### src/rtl/core/gscc_pkg.sv
// ----------------------------------------------------------------------------
// gscc_pkg
// Shared types, codes and widths of the grid segment collision checker.
// ----------------------------------------------------------------------------
package gscc_pkg;

  localparam int ACT_W   = 2;
  localparam int IDX_W   = 3;
  localparam int DVD_W   = 64;
  localparam int DVS_W   = 34;
  localparam int SQ_IN_W = 68;
  localparam int ROOT_W  = 34;
  localparam int PT_W    = 40;
  localparam int K_W     = 64;
  localparam int ACC_W   = 66;
  localparam int FRAC_W  = 30;

  localparam logic [ACT_W-1:0] ACT_WRITE = 2'd0;
  localparam logic [ACT_W-1:0] ACT_POINT = 2'd1;
  localparam logic [ACT_W-1:0] ACT_SEG   = 2'd2;

  localparam logic [IDX_W-1:0] REG_ORIGIN_X    = 3'd0;
  localparam logic [IDX_W-1:0] REG_ORIGIN_Y    = 3'd1;
  localparam logic [IDX_W-1:0] REG_RESOLUTION  = 3'd2;
  localparam logic [IDX_W-1:0] REG_SIZE_X      = 3'd3;
  localparam logic [IDX_W-1:0] REG_SIZE_Y      = 3'd4;
  localparam logic [IDX_W-1:0] REG_MAP_PRESENT = 3'd5;

  localparam int OP_W = 5;
  localparam logic [OP_W-1:0] OP_NONE      = 5'd0;
  localparam logic [OP_W-1:0] OP_LOAD      = 5'd1;
  localparam logic [OP_W-1:0] OP_SQ_X      = 5'd2;
  localparam logic [OP_W-1:0] OP_SQ_Y      = 5'd3;
  localparam logic [OP_W-1:0] OP_SQRT_GO   = 5'd4;
  localparam logic [OP_W-1:0] OP_DIV_STEPS = 5'd5;
  localparam logic [OP_W-1:0] OP_STEPS     = 5'd6;
  localparam logic [OP_W-1:0] OP_DIV_UX    = 5'd7;
  localparam logic [OP_W-1:0] OP_UX        = 5'd8;
  localparam logic [OP_W-1:0] OP_DIV_UY    = 5'd9;
  localparam logic [OP_W-1:0] OP_UY        = 5'd10;
  localparam logic [OP_W-1:0] OP_MUL_KX    = 5'd11;
  localparam logic [OP_W-1:0] OP_MUL_KY    = 5'd12;
  localparam logic [OP_W-1:0] OP_SAMPLE    = 5'd13;
  localparam logic [OP_W-1:0] OP_POINT     = 5'd14;
  localparam logic [OP_W-1:0] OP_DIV_MX    = 5'd15;
  localparam logic [OP_W-1:0] OP_MX        = 5'd16;
  localparam logic [OP_W-1:0] OP_DIV_MY    = 5'd17;
  localparam logic [OP_W-1:0] OP_MY        = 5'd18;
  localparam logic [OP_W-1:0] OP_RD        = 5'd19;
  localparam logic [OP_W-1:0] OP_ADV       = 5'd20;
  localparam logic [OP_W-1:0] OP_RESULT    = 5'd21;

  typedef struct packed {
    logic [OP_W-1:0] op;
    logic            col;
  } cmd_t;

  typedef struct packed {
    logic [ACT_W-1:0] action;
    logic             map_on;
    logic             div_done;
    logic             sqrt_done;
    logic             short_seg;
    logic             more;
    logic             pt_bad;
    logic             nb_hit;
    logic             nb_last;
    logic             out_free;
  } stat_t;

endpackage

### src/rtl/core/gscc_ctl.sv
// ----------------------------------------------------------------------------
// gscc_ctl
// Controller: sequences each item through the datapath operations.
// ----------------------------------------------------------------------------
module gscc_ctl (
  input  logic            clk,
  input  logic            rst_n,
  input  logic            in_valid,
  output logic            in_stall,
  input  gscc_pkg::stat_t stat,
  output gscc_pkg::cmd_t  cmd
);
  import gscc_pkg::*;

  localparam logic [4:0] S_IDLE = 5'd0;
  localparam logic [4:0] S_DISP = 5'd1;
  localparam logic [4:0] S_SQY  = 5'd2;
  localparam logic [4:0] S_SQRT = 5'd3;
  localparam logic [4:0] S_SQW  = 5'd4;
  localparam logic [4:0] S_DSTP = 5'd5;
  localparam logic [4:0] S_DUX  = 5'd6;
  localparam logic [4:0] S_DUXW = 5'd7;
  localparam logic [4:0] S_DUY  = 5'd8;
  localparam logic [4:0] S_DUYW = 5'd9;
  localparam logic [4:0] S_MKX  = 5'd10;
  localparam logic [4:0] S_MKY  = 5'd11;
  localparam logic [4:0] S_LOOP = 5'd12;
  localparam logic [4:0] S_DMX  = 5'd13;
  localparam logic [4:0] S_DMXW = 5'd14;
  localparam logic [4:0] S_DMY  = 5'd15;
  localparam logic [4:0] S_DMYW = 5'd16;
  localparam logic [4:0] S_PCHK = 5'd17;
  localparam logic [4:0] S_RD   = 5'd18;
  localparam logic [4:0] S_CHK  = 5'd19;
  localparam logic [4:0] S_RES  = 5'd20;

  logic [4:0] state_r, state_nxt;
  logic       col_r, col_nxt;

  always_comb begin
    state_nxt = state_r;
    col_nxt   = col_r;
    cmd.op    = OP_NONE;
    cmd.col   = col_r;
    unique case (state_r)
      S_IDLE: begin
        if (in_valid) begin
          cmd.op    = OP_LOAD;
          state_nxt = S_DISP;
        end
      end
      S_DISP: begin
        if (stat.action == ACT_POINT || stat.action == ACT_SEG) begin
          if (!stat.map_on) begin
            col_nxt   = 1'b0;
            state_nxt = S_RES;
          end else if (stat.action == ACT_POINT) begin
            cmd.op    = OP_POINT;
            state_nxt = S_DMX;
          end else begin
            cmd.op    = OP_SQ_X;
            state_nxt = S_SQY;
          end
        end else begin
          state_nxt = S_IDLE;
        end
      end
      S_SQY: begin
        cmd.op    = OP_SQ_Y;
        state_nxt = S_SQRT;
      end
      S_SQRT: begin
        cmd.op    = OP_SQRT_GO;
        state_nxt = S_SQW;
      end
      S_SQW: begin
        if (stat.sqrt_done) begin
          if (stat.short_seg) begin
            cmd.op    = OP_POINT;
            state_nxt = S_DMX;
          end else begin
            cmd.op    = OP_DIV_STEPS;
            state_nxt = S_DSTP;
          end
        end
      end
      S_DSTP: begin
        if (stat.div_done) begin
          cmd.op    = OP_STEPS;
          state_nxt = S_DUX;
        end
      end
      S_DUX: begin
        cmd.op    = OP_DIV_UX;
        state_nxt = S_DUXW;
      end
      S_DUXW: begin
        if (stat.div_done) begin
          cmd.op    = OP_UX;
          state_nxt = S_DUY;
        end
      end
      S_DUY: begin
        cmd.op    = OP_DIV_UY;
        state_nxt = S_DUYW;
      end
      S_DUYW: begin
        if (stat.div_done) begin
          cmd.op    = OP_UY;
          state_nxt = S_MKX;
        end
      end
      S_MKX: begin
        cmd.op    = OP_MUL_KX;
        state_nxt = S_MKY;
      end
      S_MKY: begin
        cmd.op    = OP_MUL_KY;
        state_nxt = S_LOOP;
      end
      S_LOOP: begin
        if (stat.more) begin
          cmd.op    = OP_SAMPLE;
          state_nxt = S_DMX;
        end else begin
          col_nxt   = 1'b0;
          state_nxt = S_RES;
        end
      end
      S_DMX: begin
        cmd.op    = OP_DIV_MX;
        state_nxt = S_DMXW;
      end
      S_DMXW: begin
        if (stat.div_done) begin
          cmd.op    = OP_MX;
          state_nxt = S_DMY;
        end
      end
      S_DMY: begin
        cmd.op    = OP_DIV_MY;
        state_nxt = S_DMYW;
      end
      S_DMYW: begin
        if (stat.div_done) begin
          cmd.op    = OP_MY;
          state_nxt = S_PCHK;
        end
      end
      S_PCHK: begin
        if (stat.pt_bad) begin
          col_nxt   = 1'b1;
          state_nxt = S_RES;
        end else begin
          state_nxt = S_RD;
        end
      end
      S_RD: begin
        cmd.op    = OP_RD;
        state_nxt = S_CHK;
      end
      S_CHK: begin
        if (stat.nb_hit) begin
          col_nxt   = 1'b1;
          state_nxt = S_RES;
        end else if (stat.nb_last) begin
          if (stat.action == ACT_SEG) begin
            cmd.op    = OP_ADV;
            state_nxt = S_LOOP;
          end else begin
            col_nxt   = 1'b0;
            state_nxt = S_RES;
          end
        end else begin
          state_nxt = S_RD;
        end
      end
      S_RES: begin
        if (stat.out_free) begin
          cmd.op    = OP_RESULT;
          state_nxt = S_IDLE;
        end
      end
      default: state_nxt = S_IDLE;
    endcase
  end

  always_ff @(posedge clk) begin
    if (!rst_n) begin
      state_r <= S_IDLE;
      col_r   <= 1'b0;
    end else begin
      state_r <= state_nxt;
      col_r   <= col_nxt;
    end
  end

  assign in_stall = state_r != S_IDLE;

  a_res_free: assert property (@(posedge clk) disable iff (!rst_n)
    (cmd.op == OP_RESULT) |-> stat.out_free)
    else $error("result issued while output register is full");

  a_accept_disp: assert property (@(posedge clk) disable iff (!rst_n)
    (state_r == S_IDLE && in_valid) |=> (state_r == S_DISP))
    else $error("accepted beat not dispatched");

  a_div_restart: assert property (@(posedge clk) disable iff (!rst_n)
    (state_r == S_DMX || state_r == S_DMY) |=> !stat.div_done)
    else $error("divider done not cleared by start");

endmodule

### config.mk
export PLATFORM = sky130hd
export DESIGN_NAME = gscc_ctl
export DESIGN_NICKNAME = d
export VERILOG_FILES = /design/src/rtl/core/gscc_pkg.sv /design/src/rtl/core/gscc_ctl.sv
export SDC_FILE = /design/constraint.sdc
export NUM_CORES = 1
export LEC_CHECK = 0
export BUFFER_PORTS_ARGS = -buffer_cell sky130_fd_sc_hd__buf_4
export CAP_MARGIN = 20
export CORE_MARGIN = 5
export CORE_UTILIZATION = 50
export DETAILED_ROUTE_END_ITERATION = 10
export PLACE_DENSITY_LB_ADDON = 0.3
export REMOVE_ABC_BUFFERS = 1
export SYNTH_ARGS = -nofsm -noshare
export SYNTH_HDL_FRONTEND = slang
export SYNTH_SLANG_ARGS = --single-unit
### constraint.sdc
create_clock -name clk -period 1.95 [get_ports clk]
set_clock_uncertainty 0.15 [all_clocks]
set_input_delay 0.39 -clock clk [delete_from_list [all_inputs] [get_ports clk]]
set_output_delay 0.39 -clock clk [all_outputs]
set_load 0.005 [all_outputs]
==> summary.txt <==
====================================================================================================
Count of final hold-check violations ..................................................            0
Worst setup slack after placement .....................................................    -169.1 ps
Starting density of the core ..........................................................       51.24%
Post-synth EDFFs ......................................................................            0
Path type of the worst min-delay path .................................................       in2reg
Pin count of the biggest net entering global routing ..................................           16
Average cell area after synthesis .....................................................   6.934 um^2
Library cells used by synthesis .......................................................           47
Post-synthesis cell area ..............................................................   984.7 um^2
Avg Vias per Cell .....................................................................        7.076
Endpoint type of the worst setup path .................................................   output pin
Die W .................................................................................     54.38 um
Number of DRC violations after detailed routing .......................................            0
Critical path type ....................................................................      reg2out
Tcrit/Tclk final ......................................................................       117.7%
Via count of the first global-routing pass ............................................         1492
First-pass DRT Iterations .............................................................            5
Die Outline Area ...................................................................... 0.002957 mm^2
Least setup slack across all paths after layout .......................................    -344.3 ps
Sequential cell area fraction in the yosys report .....................................       12.20%
Share of synthesized flip-flops with an asynchronous set or reset .....................           0%
Violations in the final reports ....................................................... negative setup slack
Slew HR ...............................................................................       75.83%
Endpoint of the lowest-slack register-to-register path ................................   state_r[0]
Post-detailed-route count of antenna-violating nets ...................................            0
Weighted congestion at the end of routability-driven global placement .................       0.9030
CTS Buf Count .........................................................................            3
Max-capacitance violation count .......................................................            0
Fraction of final layout cells with drive strength greater than 1 .....................       58.57%
Simple-gate area share of the yosys netlist ...........................................       38.63%
Library cell occupying the most area in the post-synthesis netlist .................... sky130_fd_sc_hd__dfxtp_1
Total GRT Usage .......................................................................       31.38%
FILL cells ............................................................................           78
Critical Path Source Type .............................................................         flop
Area used by multi-input combinational logic ..........................................   928.4 um^2
Buffers on Ports ......................................................................           20
Cells after Synth .....................................................................          142
I/O pin cnt ...........................................................................           21
Unrepaired setup endpoints after global routing .......................................         true
Main combinational cell family by area after synthesis ................................ simple AND/OR/NAND/NOR gates
Power density relative to cell area ................................................... 1219 mW/mm^2
Total congestion overflow after global routing ........................................            0
WP data required ......................................................................      1410 ps
Arrival time at the worst endpoint ....................................................      1750 ps
Wire length after detailed routing ....................................................      5767 um
Clock tree from TritonCTS .............................................................        built
Worst Hold End ........................................................................   state_r[4]
Share of Yosys cell area claimed by the top area cell type ............................       12.20%
Clock-pin slew reported for the worst setup and hold paths after clock tree synthesis .        50 ps
Number of warning messages in the yosys log ...........................................            0
Worst Hold Depth ......................................................................            2
Most frequently used cell type in the post-synthesis netlist .......................... sky130_fd_sc_hd__nor2_1
Leading post-synthesis cells by cell area ............................................. sky130_fd_sc_hd__dfxtp_1, sky130_fd_sc_hd__nor2_1, sky130_fd_sc_hd__mux2i_1, sky130_fd_sc_hd__nand2_1, sky130_fd_sc_hd__nor3_1
Crit-path max FO ......................................................................            8
Period minus WS final .................................................................      2294 ps
Multiplexer area fraction after synthesis .............................................       5.083%
Source-to-sink clock delay at the later pin of the worst-skew pair ....................       250 ps
R2R depth .............................................................................            9
# placed instances ....................................................................          212
Global-route wire length before repair ................................................      6775 um
Highest attainable clock frequency ....................................................   0.4359 GHz
Hold wc startpoint ....................................................................        rst_n
Most numerous cell types in the synthesized netlist ................................... sky130_fd_sc_hd__nor2_1, sky130_fd_sc_hd__nand2_1, sky130_fd_sc_hd__inv_1, sky130_fd_sc_hd__nor3_1
Via total after detailed routing ......................................................         1677
Post-layout instance count excluding filler cells .....................................          237
Count of inserted antenna diode cells .................................................            0
CTS hold repair buffers ...............................................................            0
Flops & latches, synth ................................................................            6
Compound-cell area share of the yosys netlist .........................................       30.88%
WL per Instance .......................................................................     24.33 um
Bufs on Longest Clock Path ............................................................            2
Detailed Place HPWL ...................................................................      2752 um
Final nets ............................................................................          228
Most used DFF post-synth .............................................................. sky130_fd_sc_hd__dfxtp_1
Leakage component of the power ........................................................ 0.0007563 uW
R2R Path Start ........................................................................   state_r[2]
Sequential cell area in the final layout ..............................................   138.9 um^2
VDD IR-drop max .......................................................................     1.119 mV
Initial antenna violation count .......................................................            0
Cell Rows .............................................................................           16
Die height ............................................................................     54.38 um
Run status ............................................................................ finished with violations
Synthesized-area fraction occupied by adder cells .....................................       2.541%
Slew at the pin closest to its max-slew limit .........................................     358.7 ps
H-tree levels .........................................................................            1
Area added between synthesis and finish ...............................................       79.42%
CTS sink cnt ..........................................................................            6
Final setup vio count .................................................................           11
Clock root cell ....................................................................... sky130_fd_sc_hd__clkbuf_4
FF-to-FF setup slack ..................................................................      -220 ps
Post-synthesis share of cell area spent on xor and xnor gates .........................           0%
Placeable Area ........................................................................ 0.001922 mm^2
Number of slew-limit violations in the final report ...................................            0
Number of violations reported at the end of detailed-routing iteration 0 ..............          128
====================================================================================================
layer usage:
layer	global-route usage (%)	vias up	routed length [um]
li1	-	677	-
met1	35.83	749	2003
met2	56.18	188	2567
met3	9.264	63	814
met4	8.299	0	381
met5	0	-	0
final cells by class:
| cell class | instances | area share, % |
|---|---|---|
| Inverter | 10 | 2.337 |
| Timing Repair Buffer | 77 | 34.07 |
| Sequential cell | 6 | 7.861 |
| Tap cell | 27 | 1.912 |
| Clock buffer | 3 | 1.275 |
| Multi-Input combinational cell | 114 | 52.55 |
worst max path at each step:
stage          startpoint      to  slack [ps]  cells past startpoint
6_report       state_r[3]  cmd[5]        -340                      7
3_3_place_gp   state_r[3]  cmd[2]        -120                      6
5_1_grt        state_r[0]  cmd[4]        -420                      7
2_1_floorplan  state_r[0]  cmd[2]         -80                      4
3_5_place_dp   state_r[3]  cmd[1]        -170                      6
4_1_cts        state_r[2]  cmd[2]        -110                      5
cell usage in the layout, fill, tap and decap left out, types with 2 or more instances in the layout:
cell                        instances
sky130_fd_sc_hd__a21oi_1            4
sky130_fd_sc_hd__a2bb2oi_1          2
sky130_fd_sc_hd__a31oi_1            5
sky130_fd_sc_hd__a32o_1             2
sky130_fd_sc_hd__buf_4             70
sky130_fd_sc_hd__buf_6              5
sky130_fd_sc_hd__clkbuf_4           3
sky130_fd_sc_hd__dfxtp_4            5
sky130_fd_sc_hd__inv_1              7
sky130_fd_sc_hd__inv_2              2
sky130_fd_sc_hd__mux2i_1            5
sky130_fd_sc_hd__nand2_1           11
sky130_fd_sc_hd__nand2_2            2
sky130_fd_sc_hd__nand2b_1           2
sky130_fd_sc_hd__nand3b_1           4
sky130_fd_sc_hd__nand4b_1           2
sky130_fd_sc_hd__nand4bb_1          3
sky130_fd_sc_hd__nor2_1             9
sky130_fd_sc_hd__nor2_2             5
sky130_fd_sc_hd__nor3_1             4
sky130_fd_sc_hd__nor3_2             2
sky130_fd_sc_hd__nor3_4             3
sky130_fd_sc_hd__o211ai_1           4
sky130_fd_sc_hd__o21ai_0            4
sky130_fd_sc_hd__o21ai_1            2
sky130_fd_sc_hd__o221ai_2           2
sky130_fd_sc_hd__or3_4              2
critical path: stages (launching register included):
cell	delay [ps]
sky130_fd_sc_hd__dfxtp_4	380
sky130_fd_sc_hd__buf_4	150
sky130_fd_sc_hd__nor4b_4	300
sky130_fd_sc_hd__nand2_1	110
sky130_fd_sc_hd__o21ai_1	150
sky130_fd_sc_hd__nand2_1	160
sky130_fd_sc_hd__o221ai_2	100
sky130_fd_sc_hd__buf_4	140
kinds of logic (layout without fill, tap and decap cells):
family | Yosys count | after routing
simple gates | 66 | 66
compound gates | 41 | 41
buf+inv | 22 | 90
flops | 6 | 6
mux | 5 | 5
fa+ha+maj | 2 | 2
timing repair:
item	CTS	global route
endpoints found under the setup margin	9	11
resized for setup	35	25
pin swaps	13	13
setup buffers	12	10
registers in the layout (all words and copies together), names as in the netlist:
name     count
col_r        1
state_r      5
power by group:
part / internal, uW / switching (uW)
logic: 892 / 884
clock network: 69.9 / 49.4
registers: 173 / 86.4
total: 1130 / 1020
stage by stage:
step	total power (uW)	setup TNS (ps)	cell area, um^2	hold WS [ps]	utilization (%)
after floorplan	802.0	-128.3	917.1	306.0	-
after global placement	1352	-466.9	1364	306.1	70.96
after detailed placement	1380	-703.2	1364	339.2	70.96
after CTS	1735	-598.1	1594	269.6	82.94
after global routing	2228	-2620	1767	283.8	91.93
final	2154	-2407	1767	281.4	91.93
(Power assumes the default switching activity.)
